## src/rtl/ede_pkg.sv

```systemverilog
`timescale 1ns / 1ps
`default_nettype none

package ede_pkg;

  localparam int VALUE_W = 27;
  localparam int IN_DATA_W = 8;
  localparam int OUT_DATA_W = 40;

  localparam logic [1:0] REQ_START  = 2'd0;
  localparam logic [1:0] REQ_BUTTON = 2'd1;
  localparam logic [1:0] REQ_TURN   = 2'd2;

  localparam logic [1:0] MODE_INTENSITY = 2'd0;
  localparam logic [1:0] MODE_IDENTITY  = 2'd1;
  localparam logic [1:0] MODE_PIN       = 2'd2;
  localparam logic [1:0] MODE_OPEN      = 2'd3;

  localparam logic [2:0] BTN_PRESS     = 3'd0;
  localparam logic [2:0] BTN_RELEASE   = 3'd1;
  localparam logic [2:0] BTN_LONG      = 3'd2;
  localparam logic [2:0] BTN_TYPEMATIC = 3'd3;
  localparam logic [2:0] BTN_NONE      = 3'd4;

  localparam logic [1:0] EVT_NONE    = 2'd0;
  localparam logic [1:0] EVT_NUMBER  = 2'd1;
  localparam logic [1:0] EVT_ERROR   = 2'd2;
  localparam logic [1:0] EVT_RESTART = 2'd3;

  localparam logic [1:0] CFG_ID_LENGTH  = 2'd0;
  localparam logic [1:0] CFG_PIN_LENGTH = 2'd1;
  localparam logic [1:0] CFG_LEVEL_LOW  = 2'd2;
  localparam logic [1:0] CFG_LEVEL_HIGH = 2'd3;

  localparam logic [3:0] RST_ID_LENGTH  = 4'd8;
  localparam logic [3:0] RST_PIN_LENGTH = 4'd5;
  localparam logic [3:0] RST_LEVEL_LOW  = 4'd1;
  localparam logic [3:0] RST_LEVEL_HIGH = 4'd3;

  localparam logic [3:0] DIGIT_EMPTY = 4'd15;
  localparam logic [3:0] DIGIT_MAX   = 4'd9;
  localparam logic [3:0] DIGIT_MIN   = 4'd0;

  typedef enum logic [2:0] {
    ST_IDLE,
    ST_DISPATCH,
    ST_CHANGE,
    ST_VAL,
    ST_OUT_RD,
    ST_FINISH
  } ede_state_t;

  typedef struct packed {
    logic cap_in;
    logic do_start;
    logic do_button;
    logic do_shift;
    logic do_change;
    logic val_clear;
    logic val_step;
    logic rd_val;
    logic load_out;
  } ede_cmd_t;

  typedef struct packed {
    logic [1:0] req;
    logic       need_val;
    logic       turn_edit;
    logic       turn_move;
    logic       val_done;
    logic       out_free;
  } ede_sts_t;

endpackage

`default_nettype wire

```

## src/rtl/ede_ctrl.sv

```systemverilog
`timescale 1ns / 1ps
`default_nettype none

module ede_ctrl (
  input  wire logic             clk,
  input  wire logic             rst,
  input  wire logic             s_tvalid,
  output logic                  s_tready,
  input  wire ede_pkg::ede_sts_t sts,
  output ede_pkg::ede_cmd_t     cmd
);
  import ede_pkg::*;

  ede_state_t state;
  ede_state_t state_next;

  always_ff @(posedge clk) begin
    if (rst) begin
      state <= ST_IDLE;
    end else begin
      state <= state_next;
    end
  end

  always_comb begin
    state_next = state;
    cmd = '0;
    s_tready = 1'b0;
    unique case (state)
      ST_IDLE: begin
        s_tready = 1'b1;
        if (s_tvalid) begin
          cmd.cap_in = 1'b1;
          state_next = ST_DISPATCH;
        end
      end
      ST_DISPATCH: begin
        state_next = ST_OUT_RD;
        unique case (sts.req)
          REQ_START: begin
            cmd.do_start = 1'b1;
          end
          REQ_BUTTON: begin
            cmd.do_button = 1'b1;
            if (sts.need_val) begin
              cmd.val_clear = 1'b1;
              state_next = ST_VAL;
            end
          end
          REQ_TURN: begin
            if (sts.turn_edit) begin
              state_next = ST_CHANGE;
            end else if (sts.turn_move) begin
              cmd.do_shift = 1'b1;
            end
          end
          default: begin
            state_next = ST_OUT_RD;
          end
        endcase
      end
      ST_CHANGE: begin
        cmd.do_change = 1'b1;
        state_next = ST_OUT_RD;
      end
      ST_VAL: begin
        cmd.rd_val = 1'b1;
        cmd.val_step = 1'b1;
        if (sts.val_done) begin
          state_next = ST_OUT_RD;
        end
      end
      ST_OUT_RD: begin
        state_next = ST_FINISH;
      end
      ST_FINISH: begin
        if (sts.out_free) begin
          cmd.load_out = 1'b1;
          state_next = ST_IDLE;
        end
      end
      default: begin
        state_next = ST_IDLE;
      end
    endcase
  end

endmodule

`default_nettype wire

```

## src/rtl/ede_datapath.sv

```systemverilog
`timescale 1ns / 1ps
`default_nettype none

module ede_datapath #(
  parameter int MAX_DIGITS = 8
) (
  input  wire logic                           clk,
  input  wire logic                           rst,
  input  wire logic [ede_pkg::IN_DATA_W-1:0]  s_tdata,
  input  wire logic [1:0]                     s_tuser,
  input  wire logic                           cfg_valid,
  input  wire logic [1:0]                     cfg_index,
  input  wire logic [3:0]                     cfg_data,
  input  wire ede_pkg::ede_cmd_t              cmd,
  output ede_pkg::ede_sts_t                   sts,
  output logic                                m_tvalid,
  input  wire logic                           m_tready,
  output logic [ede_pkg::OUT_DATA_W-1:0]      m_tdata,
  output logic [1:0]                          m_tuser
);
  import ede_pkg::*;

  localparam int CW = (MAX_DIGITS > 1) ? $clog2(MAX_DIGITS) : 1;
  localparam int LW = $clog2(MAX_DIGITS + 1);
  localparam logic [4:0] MAX_LEN = 5'(MAX_DIGITS);

  logic [3:0] id_length;
  logic [3:0] pin_length;
  logic [3:0] level_low;
  logic [3:0] level_high;

  logic [1:0] req_type;
  logic [1:0] entry_mode;
  logic [1:0] button_kind;
  logic       turn_right;

  logic [1:0]            mode_reg;
  logic [CW-1:0]         cursor;
  logic                  edit_flag;
  logic [2:0]            last_button;
  logic [MAX_DIGITS-1:0] valid;
  logic [3:0]            mem [MAX_DIGITS];
  logic [3:0]            rd_data;
  logic                  rd_valid;

  logic [1:0]         event_reg;
  logic [VALUE_W-1:0] value_reg;
  logic [LW-1:0]      k;
  logic [VALUE_W-1:0] acc;
  logic               err;

  logic [4:0]         len5;
  logic [LW-1:0]      len;
  logic [3:0]         int_lo;
  logic [3:0]         int_hi;
  logic [3:0]         hi_clip;
  logic [3:0]         lo;
  logic [3:0]         hi;
  logic [3:0]         rd_digit;
  logic [LW:0]        cur_ext;
  logic [LW:0]        len_ext;
  logic               last_pin;
  logic               can_right;
  logic [3:0]         new_digit;
  logic [CW-1:0]      rd_addr;
  logic               wr_en;
  logic [CW-1:0]      wr_addr;
  logic [3:0]         wr_data;
  logic               val_done;
  logic               process;
  logic               skip;
  logic               bad;
  logic [VALUE_W-1:0] acc_mul;
  logic [VALUE_W-1:0] acc_next;
  logic               err_next;
  logic               release_ev;
  logic [CW+2:0]      pos_ext;

  function automatic logic [4:0] sat_len(input logic [3:0] v);
    logic [4:0] v5;
    v5 = {1'b0, v};
    if (v == 4'd0) begin
      sat_len = 5'd1;
    end else if (v5 > MAX_LEN) begin
      sat_len = MAX_LEN;
    end else begin
      sat_len = v5;
    end
  endfunction

  // configuration registers
  always_ff @(posedge clk) begin
    if (rst) begin
      id_length  <= RST_ID_LENGTH;
      pin_length <= RST_PIN_LENGTH;
      level_low  <= RST_LEVEL_LOW;
      level_high <= RST_LEVEL_HIGH;
    end else if (cfg_valid) begin
      unique case (cfg_index)
        CFG_ID_LENGTH:  id_length  <= cfg_data;
        CFG_PIN_LENGTH: pin_length <= cfg_data;
        CFG_LEVEL_LOW:  level_low  <= cfg_data;
        CFG_LEVEL_HIGH: level_high <= cfg_data;
        default:        id_length  <= id_length;
      endcase
    end
  end

  always_ff @(posedge clk) begin
    if (cmd.cap_in) begin
      req_type    <= s_tuser;
      entry_mode  <= s_tdata[1:0];
      button_kind <= s_tdata[3:2];
      turn_right  <= s_tdata[4];
    end
  end

  always_comb begin
    unique case (mode_reg)
      MODE_INTENSITY: len5 = 5'd1;
      MODE_IDENTITY:  len5 = sat_len(id_length);
      MODE_PIN:       len5 = sat_len(pin_length);
      default:        len5 = 5'd0;
    endcase
    len = len5[LW-1:0];

    int_lo  = (level_low > DIGIT_MAX) ? DIGIT_MAX : level_low;
    hi_clip = (level_high > DIGIT_MAX) ? DIGIT_MAX : level_high;
    int_hi  = (hi_clip < int_lo) ? int_lo : hi_clip;
    lo = (mode_reg == MODE_INTENSITY) ? int_lo : DIGIT_MIN;
    hi = (mode_reg == MODE_INTENSITY) ? int_hi : DIGIT_MAX;

    rd_digit  = rd_valid ? rd_data : DIGIT_EMPTY;
    cur_ext   = (LW+1)'(cursor);
    len_ext   = (LW+1)'(len);
    last_pin  = (mode_reg == MODE_PIN) && (cur_ext + 1'b1 == len_ext);
    can_right = (cur_ext + 1'b1 < len_ext);

    // digit step with wrap, optional last pin digit may go empty
    if (turn_right) begin
      if (rd_digit == DIGIT_EMPTY) begin
        new_digit = lo;
      end else if (last_pin && rd_digit == DIGIT_MAX) begin
        new_digit = DIGIT_EMPTY;
      end else if (rd_digit >= hi || rd_digit < lo) begin
        new_digit = lo;
      end else begin
        new_digit = rd_digit + 4'd1;
      end
    end else begin
      if (rd_digit == DIGIT_EMPTY) begin
        new_digit = hi;
      end else if (last_pin && rd_digit == DIGIT_MIN) begin
        new_digit = DIGIT_EMPTY;
      end else if (rd_digit <= lo || rd_digit > hi) begin
        new_digit = hi;
      end else begin
        new_digit = rd_digit - 4'd1;
      end
    end

    if (cmd.rd_val) begin
      rd_addr = (k < len) ? k[CW-1:0] : '0;
    end else begin
      rd_addr = cursor;
    end

    wr_en   = cmd.do_change || (cmd.do_start && entry_mode == MODE_INTENSITY);
    wr_addr = cmd.do_change ? cursor : '0;
    wr_data = cmd.do_change ? new_digit : int_hi;

    // validation walk, read data is registered and belongs to the previous index
    val_done = (k == len);
    process  = (k != '0);
    skip     = (mode_reg == MODE_PIN) && val_done && (rd_digit == DIGIT_EMPTY);
    bad      = (rd_digit < lo) || (rd_digit > hi);
    acc_mul  = {acc[VALUE_W-4:0], 3'b000} + {acc[VALUE_W-2:0], 1'b0} + VALUE_W'(rd_digit);
    acc_next = (process && !skip && !bad) ? acc_mul : acc;
    err_next = err || (process && !skip && bad);

    release_ev = ({1'b0, button_kind} == BTN_RELEASE);
  end

  always_ff @(posedge clk) begin
    if (wr_en) begin
      mem[wr_addr] <= wr_data;
    end
    rd_data  <= mem[rd_addr];
    rd_valid <= valid[rd_addr];
  end

  always_ff @(posedge clk) begin
    if (rst) begin
      mode_reg    <= MODE_IDENTITY;
      cursor      <= '0;
      edit_flag   <= 1'b0;
      last_button <= BTN_NONE;
      valid       <= '0;
    end else begin
      if (cmd.do_start) begin
        mode_reg  <= entry_mode;
        cursor    <= '0;
        edit_flag <= (entry_mode == MODE_INTENSITY);
        valid     <= (entry_mode == MODE_INTENSITY) ? MAX_DIGITS'(1) : '0;
      end
      if (cmd.do_button) begin
        if (release_ev && mode_reg != MODE_OPEN && last_button == BTN_PRESS) begin
          edit_flag <= !edit_flag;
        end
        last_button <= {1'b0, button_kind};
      end
      if (cmd.do_shift) begin
        if (turn_right) begin
          if (can_right) begin
            cursor <= cursor + 1'b1;
          end
        end else if (cursor != '0) begin
          cursor <= cursor - 1'b1;
        end
      end
      if (cmd.do_change) begin
        valid[cursor] <= 1'b1;
      end
    end
  end

  always_ff @(posedge clk) begin
    if (cmd.val_clear) begin
      k   <= '0;
      acc <= '0;
      err <= 1'b0;
    end else if (cmd.val_step) begin
      k   <= k + 1'b1;
      acc <= acc_next;
      err <= err_next;
    end
  end

  always_ff @(posedge clk) begin
    if (cmd.cap_in) begin
      event_reg <= EVT_NONE;
      value_reg <= '0;
    end else if (cmd.do_button && release_ev) begin
      if (mode_reg == MODE_OPEN || last_button == BTN_TYPEMATIC) begin
        event_reg <= EVT_RESTART;
      end
    end else if (cmd.val_step && val_done) begin
      if (err_next) begin
        event_reg <= EVT_ERROR;
        value_reg <= '0;
      end else begin
        event_reg <= EVT_NUMBER;
        value_reg <= acc_next;
      end
    end
  end

  assign pos_ext = (CW+3)'(cursor);

  // output register
  always_ff @(posedge clk) begin
    if (rst) begin
      m_tvalid <= 1'b0;
    end else if (cmd.load_out) begin
      m_tvalid <= 1'b1;
    end else if (m_tready) begin
      m_tvalid <= 1'b0;
    end
  end

  always_ff @(posedge clk) begin
    if (cmd.load_out) begin
      m_tuser <= event_reg;
      m_tdata <= {5'b00000, rd_digit, edit_flag, pos_ext[2:0], value_reg};
    end
  end

  always_comb begin
    sts.req       = req_type;
    sts.need_val  = release_ev && (mode_reg != MODE_OPEN) && (last_button == BTN_LONG);
    sts.turn_edit = (mode_reg != MODE_OPEN) && edit_flag;
    sts.turn_move = (mode_reg != MODE_OPEN) && !edit_flag;
    sts.val_done  = val_done;
    sts.out_free  = !m_tvalid || m_tready;
  end

endmodule

`default_nettype wire

```

## src/rtl/encoder_digit_entry.sv

```systemverilog
// channel   dir  signals                              payload
// s         in   s_tvalid s_tready s_tdata s_tuser   one request
// m         out  m_tvalid m_tready m_tdata m_tuser   one result per request
// cfg       in   cfg_valid cfg_ready cfg_index cfg_data  register write
//
// one request at a time: dispatch, output read and finish steps lead to the result, an
// edit turn adds a change step, a release after long press adds a digit walk (one
// store read per cycle); ready again the cycle after the result loads.
// the output register lets a new request enter while a result waits.
// reset is synchronous; digits empty through per-entry valid bits, no sweep.
`timescale 1ns / 1ps
`default_nettype none

module encoder_digit_entry #(
  parameter int MAX_DIGITS = 8
) (
  input  wire logic                           clk,
  input  wire logic                           rst,
  input  wire logic                           s_tvalid,
  output logic                                s_tready,
  // entry_mode[1:0], button_kind[3:2], turn_right[4], zero pad
  input  wire logic [ede_pkg::IN_DATA_W-1:0]  s_tdata,
  // req_type[1:0]
  input  wire logic [1:0]                     s_tuser,
  output logic                                m_tvalid,
  input  wire logic                           m_tready,
  // entered_value[26:0], cursor_pos[29:27], editing[30],
  // cursor_digit[34:31], zero pad
  output logic [ede_pkg::OUT_DATA_W-1:0]      m_tdata,
  // entry_event[1:0]
  output logic [1:0]                          m_tuser,
  input  wire logic                           cfg_valid,
  output logic                                cfg_ready,
  input  wire logic [1:0]                     cfg_index,
  input  wire logic [3:0]                     cfg_data
);
  import ede_pkg::*;

  ede_cmd_t cmd;
  ede_sts_t sts;

  assign cfg_ready = 1'b1;

  ede_ctrl u_ctrl (
    .clk      (clk),
    .rst      (rst),
    .s_tvalid (s_tvalid),
    .s_tready (s_tready),
    .sts      (sts),
    .cmd      (cmd)
  );

  ede_datapath #(
    .MAX_DIGITS (MAX_DIGITS)
  ) u_dp (
    .clk       (clk),
    .rst       (rst),
    .s_tdata   (s_tdata),
    .s_tuser   (s_tuser),
    .cfg_valid (cfg_valid),
    .cfg_index (cfg_index),
    .cfg_data  (cfg_data),
    .cmd       (cmd),
    .sts       (sts),
    .m_tvalid  (m_tvalid),
    .m_tready  (m_tready),
    .m_tdata   (m_tdata),
    .m_tuser   (m_tuser)
  );

endmodule

`default_nettype wire

```

## config.mk

```make
export PLATFORM = sky130hd
export DESIGN_NAME = encoder_digit_entry
export DESIGN_NICKNAME = d
export VERILOG_FILES = /design/src/rtl/ede_pkg.sv /design/src/rtl/ede_ctrl.sv /design/src/rtl/ede_datapath.sv /design/src/rtl/encoder_digit_entry.sv
export SDC_FILE = /design/constraint.sdc
export NUM_CORES = 1
export LEC_CHECK = 0
export ABC_AREA = 1
export BUFFER_PORTS_ARGS = -buffer_cell sky130_fd_sc_hd__buf_4
export CORE_MARGIN = 2
export CORE_UTILIZATION = 45
export CTS_BUF_LIST = sky130_fd_sc_hd__clkbuf_4
export CTS_CLUSTER_SIZE = 8
export DETAILED_ROUTE_END_ITERATION = 6
export GPL_TIMING_DRIVEN = 0
export PLACE_DENSITY = 0.72
export SYNTH_ARGS = -nofsm -noshare
export SYNTH_HDL_FRONTEND = slang
export SYNTH_SLANG_ARGS = --single-unit
```

## constraint.sdc

```tcl
create_clock -name clk -period 3.75 [get_ports clk]
set_clock_uncertainty 0.2 [all_clocks]
set_input_delay 0.375 -clock clk [delete_from_list [all_inputs] [get_ports clk]]
set_output_delay 0.375 -clock clk [all_outputs]
set_load 0.05 [all_outputs]
```

* Word-level counts from Yosys, hierarchy flattened
Memories as Yosys holds them, arrays and structs flattened. A register that Yosys moved wholly into a read port is not among the register bits. Index checks and enable logic that the tools add are counted.
Word-level totals: memory bits (read-only) 0, latch bits 0, memory bits (writable) 32, memories kept 1, register bits 143, word-level logic and storage cells 192, input port bits 21
Memory list:
- u_dp.mem | words 8, width 4, read ports 1, clocked after Yosys merged registers in 1, wr ports 1, line ede_datapath.sv:42 | logic [3:0] mem [MAX_DIGITS];
Cells by class: multiplexer cells 71, div/mod/pow operators 0, reduce and logical (&&, ||, !) cells 48, equality and inequality tests 25, bitwise operators 2, multipliers 0, $add $sub $neg 8, shifts and indexed selects 0, order comparisons 14
Operators by type and width (number):
- 4-bit 2-to-1 mux | 18
- 27-bit 2-to-1 mux | 2
- 3-bit 2-to-1 mux | 14
- 27-bit adder | 1
- 27-bit by 4-bit adder with 27-bit output | 1
- 1-bit 2-to-1 mux | 24
- 8-bit 2-to-1 mux | 3
- 3-bit one-hot mux with 6 select lines | 1
- 1-bit logical AND | 17
- 4-bit greater-than comparator, second input constant | 4
- 3-bit by 2-bit equality test with 1-bit output, second input constant | 4
- 4-bit zero test | 3
- 4-bit < comparator | 3
- 4-bit one-hot mux with 3 select lines | 1
- 2-bit AND reduction | 6
- 2-bit equality test, second input constant | 5
- 2-bit 2-to-1 mux | 5
- 4-bit by 1-bit adder with 4-bit output, second input constant | 2
- 2-bit by 1-bit equality test with 1-bit output, second input constant | 4
- 4-bit equality test, second input constant | 2
- 2-bit zero test | 4
- 3-bit by 4-bit < comparator with 1-bit output, second input constant | 2
- 2-bit != test, second input constant | 4
- 8-bit bitwise OR | 1
- other kinds (25) | 37

* Longest topological paths before layout
depth in word-level cells 14, gate-level depth with buffers 25, depth with buffers taken out 24

* Modules after synthesis
Synthesis repeated with hierarchy kept, for this count alone.
Second synthesis, totals: cell total of the unflattened synthesis 1471, area, all modules 10689.0 µm²
By module, submodules not included:
- ede_datapath | cells an instance 1406, area an instance 10339.9 µm², instances 1
- ede_ctrl | cells an instance 63, area an instance 337.8 µm², instances 1
- encoder_digit_entry | cells an instance 2, area an instance 11.3 µm², instances 1

* Worst setup path after synthesis
No wires, ideal clock.
path type register -> register, from reg u_dp.level_low[1], to mem u_dp.mem[0][2], data pin, slack 0.502 ns, buffers on the path 0, stages on the path, launching flop included 22, arrival time 2.764 ns, period minus slack after synthesis 3.248 ns, setup time 0.284 ns, cell sequence dfxtp_1 > o21ai_0 > inv_1 > nor2_1 > inv_1 > ha_1 > a21oi_1 > nand2_1 > nand2_1 > nand3_1 > ha_1 > nand2_1 > o21ai_0 > nand2_1 > nand2_1 > inv_1 > nand2_1 > o21ai_0 > nor2_1 > nand2_1 > nand2_1 > nand2_1
Between the ends: word-level cells in the longest chain between the ends 12
Ends and longest elaborated chain:
- start, declared | line ede_datapath.sv:29 | logic [3:0] level_low;
- start signal, assigned | line ede_datapath.sv:102 | CFG_LEVEL_LOW: level_low <= cfg_data;
- 4-bit greater-than comparator | line ede_datapath.sv:127 | int_lo = (level_low > DIGIT_MAX) ? DIGIT_MAX : level_low;
- 4-bit 2-to-1 mux * | line ede_datapath.sv:127
- 4-bit < comparator | line ede_datapath.sv:129 | int_hi = (hi_clip < int_lo) ? int_lo : hi_clip;
- 4-bit 2-to-1 mux | line ede_datapath.sv:129
- 4-bit 2-to-1 mux | line ede_datapath.sv:131 | hi = (mode_reg == MODE_INTENSITY) ? int_hi : DIGIT_MAX;
- 4-bit greater-than comparator or 4-bit greater-or-equal comparator (tied branches) | line ede_datapath.sv:155, ede_datapath.sv:145
- 1-bit logical OR, on equally long branches | line ede_datapath.sv:155, ede_datapath.sv:145
- 4-bit 2-to-1 mux, on equally long branches | line ede_datapath.sv:155, ede_datapath.sv:145
- 4-bit 2-to-1 mux, on equally long branches | line ede_datapath.sv:153, ede_datapath.sv:143
- 4-bit 2-to-1 mux, on equally long branches | line ede_datapath.sv:151, ede_datapath.sv:141
- 4-bit 2-to-1 mux | line ede_datapath.sv:140 | if (turn_right) begin
- 4-bit 2-to-1 mux * | line ede_datapath.sv:170 | wr_data = cmd.do_change ? new_digit : int_hi;
- via u_dp.wr_data[2] | line ede_datapath.sv:68 | logic [3:0] wr_data;
- end, declared | line ede_datapath.sv:42
The timed path passes the listed nets; every way through them passes the cells marked *.

* Worst setup path in the final report
from reg u_dp.level_low[1], to reg u_dp.value_reg[23]
Between the ends: word-level cells in the longest chain between the ends 11
Ends and longest elaborated chain:
- 4-bit greater-than comparator | line ede_datapath.sv:127
- 4-bit 2-to-1 mux * | line ede_datapath.sv:127
- 4-bit < comparator | line ede_datapath.sv:129
- 4-bit 2-to-1 mux | line ede_datapath.sv:129
- 4-bit 2-to-1 mux | line ede_datapath.sv:131
- 4-bit greater-than comparator | line ede_datapath.sv:176 | bad = (rd_digit < lo) || (rd_digit > hi);
- 1-bit logical OR * | line ede_datapath.sv:176
- 1-bit zero test | line ede_datapath.sv:178 | acc_next = (process && !skip && !bad) ? acc_mul : acc;
- 1-bit logical AND | line ede_datapath.sv:178
- 27-bit 2-to-1 mux | line ede_datapath.sv:178
- 27-bit 2-to-1 mux * | line ede_datapath.sv:248 | if (err_next) begin
- end signal, assigned | line ede_datapath.sv:253 | value_reg <= acc_next;
- end, declared | line ede_datapath.sv:47 | logic [VALUE_W-1:0] value_reg;
Mark *: on every way between the ends. The rest lies on a longest branch, timed or not. A chain may end at the register's enable or synchronous reset.

==> results by group <==
Run status
  • Status: finished, final reports clean

Routing
  • Met3 routed WL: between 1000 and 1500 µm
  • Vias per inst: 5.028
  • Number of DRC markers in iteration 0: ~640
  • Total number of vias: approximately 9200
  • Uppermost layer routed: met4
  • 1st-pass router iterations: 5
  • M1 WL: 12420 µm
  • Wire per inst: about 14 µm
  • Number of routed nets with antenna violations: 0
  • Overall routed net length: 25370 µm
  • DRC violations left: 0
  • Met2 routed wirelength: approximately 11000 µm

Logic synthesis
  • #FFs+latches synth: 179
  • Syn avg cell area: 7.276 µm²
  • Sequential share of the synthesized area: 0.4161
  • Post-Synthesis Cells: 1435
  • Largest area contributor in the netlist: edfxtp_1
  • Synth warn: 0
  • Yosys cell types: 36
  • Synthesized area: around 10000 µm²
  • Most area-consuming cells after synthesis: edfxtp_1, dfxtp_1, nand2_1
  • Synth top area share: 0.2186

Timing
  • Min Hold Slack: ~0.062 ns
  • Final setup viols: 0
  • Min Tclk post-route: roughly 3.5 ns
  • Slew headroom: 0.2170
  • PnR worst setup slack: between 0.2 and 0.25 ns
  • Final Hold Viols: 0
  • Period utilization: 0.9346
  • Max Freq: about 0.29 GHz
  • RSZ-0062 raised after global routing: false
  • Setup TNS: 0 ns
  • Max Slew Vio Count: 0
  • Slew of the pin with the lowest slew margin: approximately 1.2 ns

Critical path
  • Crit-path most repeated cell: nand2_1
  • Worst path max stage delay: between 0.3 and 0.4 ns
  • Peak fanout along the critical path: 10
  • Worst path slowest cell: dfxtp_1
  • CP arrival: roughly 3.7 ns
  • Setup CP Type: reg -> reg
  • Crit path cell chain: o21ai_2, inv_1, nor2_1, inv_1, ha_1, nand2_1, nand2_1, nand2_1, nand2_1, nand2_1, nand3_1, ha_1, a21oi_1, o21ai_1, nand2_1, nand2_4, nor2_4, buf_2, nand3_1, nand3_1, a21oi_1
  • FF-to-FF path depth: 21
  • Critical Path RT: 3.98 ns
  • Worst setup EP type: flip-flop
  • Startpoint types: flip-flop

Min path
  • Hold Path Stages: 7
  • Worst Hold Class: in -> reg

Global routing
  • Pin count of the biggest net entering global routing: 31
  • Remaining Overflow, GRT: 0
  • First-pass GRT wire length: ~41000 µm
  • Initial antenna violation count: 1
  • GRT Overall Usage: 0.2121
  • Vias in the first global route: about 8400

Layout
  • Final cell count without fillers: about 1800
  • Reg with most FFs: u_dp.m_tdata
  • Largest register FFs: 35
  • Fraction of layout cells with a size suffix above 1: 0.08721
  • Area Growth Syn to Fin: 12.93%
  • Commonest non-fill, non-tap cells in the layout: nand2_1, inv_1, nor2_1
  • Top Registers: u_dp.m_tdata: 35 flops, u_dp.mem: 32 flops
  • Reg area: between 4000 and 5000 µm²
  • Commonest non-fill, non-tap cell in the layout: nand2_1
  • Fillers: 2195
  • Final Util: 0.5192
  • Post-route cell area: about 12000 µm²
  • Final nets: between 1500 and 2000
  • Multi-input logic area: about 5000 µm²

Floorplanning
  • Core area: 22710 µm²
  • # rows: between 50 and 60
  • Die area: 24440 µm²
  • Initial Util: 0.4598
  • Horiz. Die Dim: between 150 and 200 µm
  • Die Height: 156.3 µm
  • IO Pins: 66

Placement
  • Port Buffers: 56
  • GP Congestion: 0.9355
  • Post-DP HPWL: 19590 µm
  • Place WS: -0.1513 ns
  • Dpl cells: roughly 1800
  • DP Area: 11260 µm²

Power
  • Power per cell area: roughly 330 nW/µm²
  • LEAKAGE: between 5 and 6 nW
  • Power Total: around 3.9 mW
  • VDD IR-drop max: around 0.22 mV

CTS
  • Max Root-Sink Buffers: 2
  • CTS Buf Count: 17
  • Htree depth: 4
  • Root buf cell: clkbuf_4
  • CTS tree: done
  • Worst-path clk slew: 0.15 ns
  • Worst skew pair latency: around 0.6 ns
  • # clock sinks: between 150 and 200

Job
  • Max-Cap Viols: 0
[kinds of logic after synthesis]
logic type | Yosys count | share of synthesized area
AOI/OAI and AO/OA | 213 | 0.1078
other | 2 | 0.0007193
and+or+nand+nor | 649 | 0.2542
adders and majority gates | 81 | 0.09850
buffers and inverters | 298 | 0.1118
DFF | 179 | 0.4161
xor gates and xnor gates | 13 | 0.01090
[final timing paths]
kind | start | endpoint | slack [ns]
hold reg to reg | u_dp.value_reg[10]$_SDFFE_PP0P_ | u_dp.m_tdata[10]$_DFFE_PP_ | 0.25
setup / recovery | u_dp.level_low[1]$_SDFFE_PP0P_ | u_dp.value_reg[23]$_SDFFE_PP0P_ | 0.25
setup reg to reg | u_dp.level_low[1]$_SDFFE_PP0P_ | u_dp.value_reg[23]$_SDFFE_PP0P_ | 0.25
hold / removal | s_tvalid | u_ctrl.state[0]$_SDFFE_PP0P_ | 0.06
[cell usage after synthesis, drive strengths merged]
master / n
a21oi: 95
or2: 4
edfxtp: 76
xnor2: 2
dfxtp: 103
nand3b: 7
nor2: 117
fa: 2
inv: 259
and2: 2
o221ai: 1
a21o: 1
o311ai: 1
o21a: 4
nor3: 10
clkinv: 2
o211ai: 9
a31oi: 5
xor2: 11
ha: 79
nand2: 419
clkbuf: 18
o21ai: 94
nand3: 74
a41oi: 1
conb: 2
a32oi: 2
buf: 19
nand4: 16
[cell type report]
type	instances	area share
diodes	1	0.0002122
inverters	261	0.08309
well taps	285	0.03024
flip-flops and latches	179	0.3684
clock inverters	14	0.01273
plain buffers	37	0.01677
clock buffers	18	0.01146
multi-input cells	962	0.4232
repair buffers	77	0.05390
[where the power goes]
part           internal (mW)  leakage (nW)  total [mW]  switching, mW
combinational          0.200          3.95       0.634          0.435
sequential              2.08          1.53        2.11         0.0274
clock                  0.414         0.157        1.12          0.705
[per-layer routing]
layer,global-route usage,vias to the layer above
met5,0,-
met4,0.06160,0
met3,0.03489,34
met2,0.3365,248
met1,0.2986,4179
li1,-,4760
[worst max-delay path, delay by kind of cell (launching register included)]
family,cells,cell delay [ns]
AO/OA/AOI/OAI,4,0.48
buffers and inverters,3,0.43
AND/OR/NAND/NOR,12,1.29
adder cells (fa/ha/maj),2,0.58
flip-flops,1,0.35
[timing repair]
action / 4_1_cts / 5_1_grt
pin swaps: 0 / 1
hold endpoints to repair: 28 / 0
endpoints found under the setup margin: 78 / 87
gates resized for setup: 2 / 17
setup buffers: 0 / 2
hold buffers: 18 / 0
cloned: 0 / 0
Note: power is estimated with default switching activity, not from simulation.
